<file path="config.mk">
export PLATFORM = sky130hd
export DESIGN_NAME = xlrd_ctrl
export DESIGN_NICKNAME = d
export VERILOG_FILES = /design/src/sv/xlrd_pkg.sv /design/src/sv/xlrd_ctrl.sv
export SDC_FILE = /design/constraint.sdc
export NUM_CORES = 1
export LEC_CHECK = 0
export ABC_AREA = 1
export BUFFER_PORTS_ARGS = -buffer_cell sky130_fd_sc_hd__buf_4
export CORE_AREA = 2 2 39 41
export DETAILED_ROUTE_END_ITERATION = 10
export DIE_AREA = 0 0 41 43
export PLACE_DENSITY = 0.53
export SLEW_MARGIN = 20
export SYNTH_ARGS = -nofsm -noshare
export SYNTH_HDL_FRONTEND = slang
export SYNTH_SLANG_ARGS = --single-unit
</file>
<file path="constraint.sdc">
create_clock -name clock -period 2.6 [get_ports clock]
set_input_delay 0.13 -clock clock [delete_from_list [all_inputs] [get_ports clock]]
set_output_delay 0.13 -clock clock [all_outputs]
set_load 0.01 [all_outputs]
</file>
<file path="src/sv/xlrd_pkg.sv">
// ============================================================================
// XOR LZSS ring decoder package
// Shared constants, codes and the command and status bundles that pass
// between the decoder controller and its datapath.
// ============================================================================
package xlrd_pkg;

   // Ring buffer geometry.
   localparam int RING_AW    = 12;
   localparam int RING_DEPTH = 1 << RING_AW;

   // Field widths.
   localparam int DATA_BITS     = 8;
   localparam int LIMIT_BITS    = 32;
   localparam int REPORT_BITS   = 32;
   localparam int STATUS_BITS   = 2;
   localparam int LEN_BITS      = 5;
   localparam int FLAG_BITS     = 9;
   localparam int RSP_DATA_BITS = 80;

   // Default width of the produced and consumed counters.
   localparam int COUNT_BITS_DEF = 32;

   // Stream coding constants.
   localparam logic [DATA_BITS-1:0] XOR_KEY   = 8'hB5;
   localparam logic [RING_AW-1:0]   POS_BIAS  = 12'd18;
   localparam logic [LEN_BITS-1:0]  MIN_LEN   = 5'd3;
   localparam logic [FLAG_BITS-1:0] FLAG_MARK = 9'h100;

   // Request modes.
   localparam logic MODE_DATA = 1'b0;
   localparam logic MODE_END  = 1'b1;

   // Response kinds.
   localparam logic KIND_BYTE = 1'b0;
   localparam logic KIND_END  = 1'b1;

   // End-of-stream status codes.
   localparam logic [STATUS_BITS-1:0] ST_OK        = 2'd0;
   localparam logic [STATUS_BITS-1:0] ST_SHORT     = 2'd1;
   localparam logic [STATUS_BITS-1:0] ST_EXCEEDED  = 2'd2;
   localparam logic [STATUS_BITS-1:0] ST_ZERO_SCAN = 2'd3;

   // Configuration register indexes.
   localparam logic CSR_LIMIT = 1'b0;
   localparam logic CSR_EXACT = 1'b1;

   // What a data byte turns out to be once decoded.
   localparam logic [1:0] DEC_FLAG    = 2'd0;
   localparam logic [1:0] DEC_LIT     = 2'd1;
   localparam logic [1:0] DEC_PAIR_LO = 2'd2;
   localparam logic [1:0] DEC_MATCH   = 2'd3;

   // Controller to datapath commands.
   typedef struct packed {
      logic latch;      // capture the accepted request
      logic decode;     // apply the token decode of the held byte
      logic rd_en;      // read the ring at the copy source
      logic emit_lit;   // emit the held byte as a literal
      logic emit_copy;  // emit the ring byte that was read
      logic emit_end;   // emit the status response and clear the stream
      logic set_ovf;    // mark the output limit as overrun
   } xlrd_cmd_type;

   // Datapath to controller status.
   typedef struct packed {
      logic       is_end;
      logic       ovf;
      logic [1:0] dec_kind;
      logic       at_limit;
      logic       next_at_limit;
      logic       cnt_one;
      logic       out_free;
   } xlrd_stat_type;

endpackage

</file>
<file path="src/sv/xlrd_ctrl.sv">
// ============================================================================
// XOR LZSS ring decoder controller
// Sequences one request at a time: decode, literal output, match copy and
// the end-of-stream status.
// ============================================================================
module xlrd_ctrl (
   input  logic                    clock,
   input  logic                    reset,
   input  logic                    req_tvalid,
   output logic                    req_tready,
   input  xlrd_pkg::xlrd_stat_type stat,
   output xlrd_pkg::xlrd_cmd_type  cmd
);

   localparam logic [2:0] S_IDLE   = 3'd0;
   localparam logic [2:0] S_DECODE = 3'd1;
   localparam logic [2:0] S_LIT    = 3'd2;
   localparam logic [2:0] S_READ   = 3'd3;
   localparam logic [2:0] S_EMIT   = 3'd4;
   localparam logic [2:0] S_END    = 3'd5;

   logic [2:0] state_ff;
   logic [2:0] state_in;

   // Next state and commands.
   always_comb begin
      state_in   = state_ff;
      cmd        = '0;
      req_tready = 1'b0;
      unique case (state_ff)
         S_IDLE: begin
            req_tready = 1'b1;
            if (req_tvalid) begin
               cmd.latch = 1'b1;
               state_in  = S_DECODE;
            end
         end
         S_DECODE: begin
            if (stat.is_end) begin
               state_in = S_END;
            end else if (stat.ovf) begin
               state_in = S_IDLE;
            end else begin
               cmd.decode = 1'b1;
               unique case (stat.dec_kind)
                  xlrd_pkg::DEC_MATCH: state_in = S_READ;
                  xlrd_pkg::DEC_LIT:   state_in = S_LIT;
                  default:             state_in = S_IDLE;
               endcase
            end
         end
         S_LIT: begin
            if (stat.at_limit) begin
               cmd.set_ovf = 1'b1;
               state_in    = S_IDLE;
            end else if (stat.out_free) begin
               cmd.emit_lit = 1'b1;
               state_in     = S_IDLE;
            end
         end
         S_READ: begin
            if (stat.at_limit) begin
               cmd.set_ovf = 1'b1;
               state_in    = S_IDLE;
            end else begin
               cmd.rd_en = 1'b1;
               state_in  = S_EMIT;
            end
         end
         S_EMIT: begin
            if (stat.out_free) begin
               cmd.emit_copy = 1'b1;
               if (stat.cnt_one) begin
                  state_in = S_IDLE;
               end else if (stat.next_at_limit) begin
                  cmd.set_ovf = 1'b1;
                  state_in    = S_IDLE;
               end else begin
                  // Fetch the next source byte while this one goes out.
                  cmd.rd_en = 1'b1;
               end
            end
         end
         S_END: begin
            if (stat.out_free) begin
               cmd.emit_end = 1'b1;
               state_in     = S_IDLE;
            end
         end
         default: state_in = S_IDLE;
      endcase
   end

   always_ff @(posedge clock) begin
      if (reset) begin
         state_ff <= S_IDLE;
      end else begin
         state_ff <= state_in;
      end
   end

endmodule

</file>
# Word-level counts from Yosys, hierarchy flattened
# Index checks and enable logic that the tools add are counted.
word_totals:
  register_bits: 3
  inputBits: 11
  output_inout_bits: 8
  wordCells: 46
op_classes:
  eq_ne: 10
  n_reduce_logical: 3
  mux: 32
ops:
  columns: ["cell", "n"]
  rows:
  - ["3-bit two-way mux", 9]
  - ["1-bit two-way mux", 19]
  - ["3-bit case mux with 6 select lines", 1]
  - ["3-bit by 2-bit equality test with 1-bit output (second input constant)", 2]
  - ["3-bit equality test (second input constant)", 2]
  - ["2-bit != test (second input constant)", 2]
  - ["1-bit case mux with 2 select lines", 2]
  - ["2-bit case mux with 2 select lines", 1]
  - ["3-bit by 1-bit equality test with 1-bit output (second input constant)", 1]
  - ["3-bit logical NOT", 1]
  - ["3-bit != test (second input constant)", 1]
  - ["3-bit AND reduction", 1]
  - ["2-bit by 1-bit equality test with 1-bit output (second input constant)", 1]
  - ["2-bit equality test (second input constant)", 1]
  - ["2-bit OR reduction", 1]

# Longest topological paths before layout
logic_depth:
  word_depth: 5
  mapped_depth: 7
  mapped_depth_nobuf: 7

# Least setup slack after synthesis
# Ideal clock, no wire load.
synth_timing:
  kind: "flip-flop to output port"
  start: "register state_ff[2]"
  end: "output port cmd[3] in the netlist's numbering"
  path_stages_with_launch: 4
  path_buffers: 0
  t_arrival_ns: 0.932
  setup_slack_ns: 1.538
  t_required_ns: 2.470
  cell_sequence: "dfxtp_1 > nor2_1 > inv_1 > nor4_1"
synth_lines:
  columns: ["element", "line_no", "rtl"]
  rows:
  - ["start: declaration", "xlrd_ctrl.sv:22", "logic [2:0] state_ff;"]
  - ["start signal: assignment", "xlrd_ctrl.sv:98", "state_ff <= state_in;"]
  - ["end: declaration", "xlrd_ctrl.sv:12", "output xlrd_pkg::xlrd_cmd_type cmd"]

==> results.md <==
* # Max-Cap Violations at 0
* DR pass1 iterations at 4
* Register area share after synthesis at between 20 and 25%
* Iteration-0 DRC Markers at 6
* Max FO, Critical Path at 7
* Setup violators final at 0
* Slowest CP cell: dfxtp_1
* Pwr Total at 0.211 mW
* Die W at 41 um
* Most frequent cells in the layout: 18 x buf_4, 9 x inv_1, 9 x nor2_1, 7 x nand2_1, 5 x nand3_1
* Lkg Pwr at about 0.24 nW
* Post-Syn Nets at 59
* Unique masters post-synth at 14
* Largest Register: state_ff
* Fin crit period at 1.37 ns
* Largest net degree at the start of global routing at 8
* Unrepaired setup endpoints after global routing: false
* Setup CP Type: reg -> out
* Post-cts gate resize count at 0
* Fin nets at 82
* Maximum clock insertion buffer count at 2
* Vias at 376
* Crit path capture type: output pin
* Clock transition at path regs at 0.04 ns
* WL/cell at 8.76 um
* CP arrival at 1.24 ns
* R2r worst-path depth at 5
* R2R Path End: state_ff[2]$_SDFFE_PP0P_
* Cells after Synth at 48
* Total overflow reported by the global router at 0
* Worst path max stage delay at 0.38 ns
* Synth warn at 0
* Initial antenna violation count at 0
* Gp weighted congestion at 0.761
* First-pass GRT wire length at 1.26 mm
* Worst path cell trace: nor2_1, inv_1, nor4_1, buf_4
* # hold bufs at CTS at 0
* Hold depth at 2
* Area growth, synth to finish at 67.4%
* FMAX at 729 MHz
* Req. time, crit path at 2.47 ns
* Clk Latency, worst-skew pair at 0.24 ns
* Core box area at between 1000 and 1500 um2
* Post-CTS Setup Inserts at 0
* DRC at 0
* Antenna viol nets, final at 0
* Actual slew at the worst max-slew pin at 0.277 ns
* Final wirelength at 753 um
* Row count at 14
* Dpl cell area at 424 um2
* Min-delay src: reset
* Antenna cell count at 0
* Rel. slew slack at 81.5%
* Worst hold endpoint: state_ff[0]$_SDFFE_PP0P_
* Die area at approximately 1800 um2
* Cts bufs inserted at 3
* Fin. Hold Viols at 0
* DPL Wire Length at between 600 and 700 um
* VDD IR-drop max at about 0.25 mV
* Pwr per Cell Area at 467 nW/um2
* Initial Utilization at approximately 19%
* Tot GR Track Use at 10.5%
* Post-Layout Inst Area at 450 um2
* Die Y at 43 um
* Final critical-path share of the clock period at 52.8%
* Most common cell after layout, fill and taps aside: buf_4
* Largest registers: state_ff x3
* Final-report max-slew violation count at 0
* #FFs+latches synth at 3
* CTS H-Tree Depth at 1
* IO Port Bufs at 18
* Num ports at 19
* Status: completed
* CP startpoint kind: register
* Clock Sinks at 3
* Setup TNS at 0 ns
* Via density at between 4 and 5
* Vias in the first global route at around 320
* Reg2Reg Setup Slack at 1.58 ns
* Clock Skew at 0.00665 ns
* Mapped Area at 269 um2
* CTS tree: yes
* Share of post-route cells with drive strength above 1 at 37.1%
* Worst hold path class: in -> reg
* Syn Area/Cell at 5.60 um2
* Max reg flops at 3
* Clock Tree Root: clkbuf_4
* Worst r2r src: state_ff[2]$_SDFFE_PP0P_
[stage by stage]
stage	setup slack (ns)	instances	hold WS [ns]	util, %
detailed placement	1.49	82	0.317	30.7
global route	1.11	86	0.0703	32.5
floorplan	1.54	48	0.197	-
CTS	1.23	86	0.0620	32.5
finish	1.23	86	0.0634	32.5
global placement	1.45	82	0.316	30.7
[how the worst max path moves through the flow]
stage,start,end,cells after the start
2_1_floorplan,state_ff[2]$_SDFFE_PP0P_,cmd[3],3
3_3_place_gp,state_ff[2]$_SDFFE_PP0P_,cmd[3],4
3_5_place_dp,state_ff[2]$_SDFFE_PP0P_,cmd[3],4
4_1_cts,state_ff[2]$_SDFFE_PP0P_,cmd[3],4
5_1_grt,state_ff[2]$_SDFFE_PP0P_,cmd[0],5
6_report,state_ff[2]$_SDFFE_PP0P_,cmd[3],4
[cells by family after synthesis]
| logic type | synth area share [%] |
|---|---|
| flops | 22.3 |
| simple gates | 58.6 |
| buf+inv | 15.3 |
| compound gates | 3.72 |
[area by class of cell]
class,instances,area [um2]
repair buffers,18,135
fillers,159,933
flip-flops and latches,3,60.1
clock buffers,4,26.3
well taps,16,20.0
multi-input cells,34,168
inverters,11,41.3
[where the power goes]
part	internal (mW)	total [mW]	switching, mW
Combinational	0.0328	0.0690	0.0362
Clock	0.0577	0.0848	0.0271
Sequential	0.0505	0.0567	0.00620
Total	0.141	0.211	0.0695
[critical path: cells and delay by family, from the launching register on]
| family | cells | cell delay (ns) |
|---|---|---|
| flops | 1 | 0.38 |
| simple gates | 2 | 0.38 |
| buf+inv | 2 | 0.24 |
[synthesized netlist by cell type]
master,instances,area [um2]
nand2_1,7,26.3
nor4_1,2,12.5
nand3_1,5,25.0
dfxtp_1,3,60.1
nor3_1,1,5.00
a21oi_1,1,5.00
inv_1,9,33.8
nand3_2,1,10.0
nand4_1,4,25.0
nor2_1,9,33.8
nor2_2,2,12.5
nand3b_1,1,7.51
inv_2,2,7.51
o21ai_0,1,5.00
[layer usage]
| metal | global-route usage (%) | part of all wire, % |
|---|---|---|
| met1 | 11.6 | 42 |
| met2 | 16.9 | 48 |
| met3 | 6.28 | 9.8 |
| met4 | 2.00 | 0 |
| met5 | 0 | 0 |
Power figures use the tool's default switching activity.
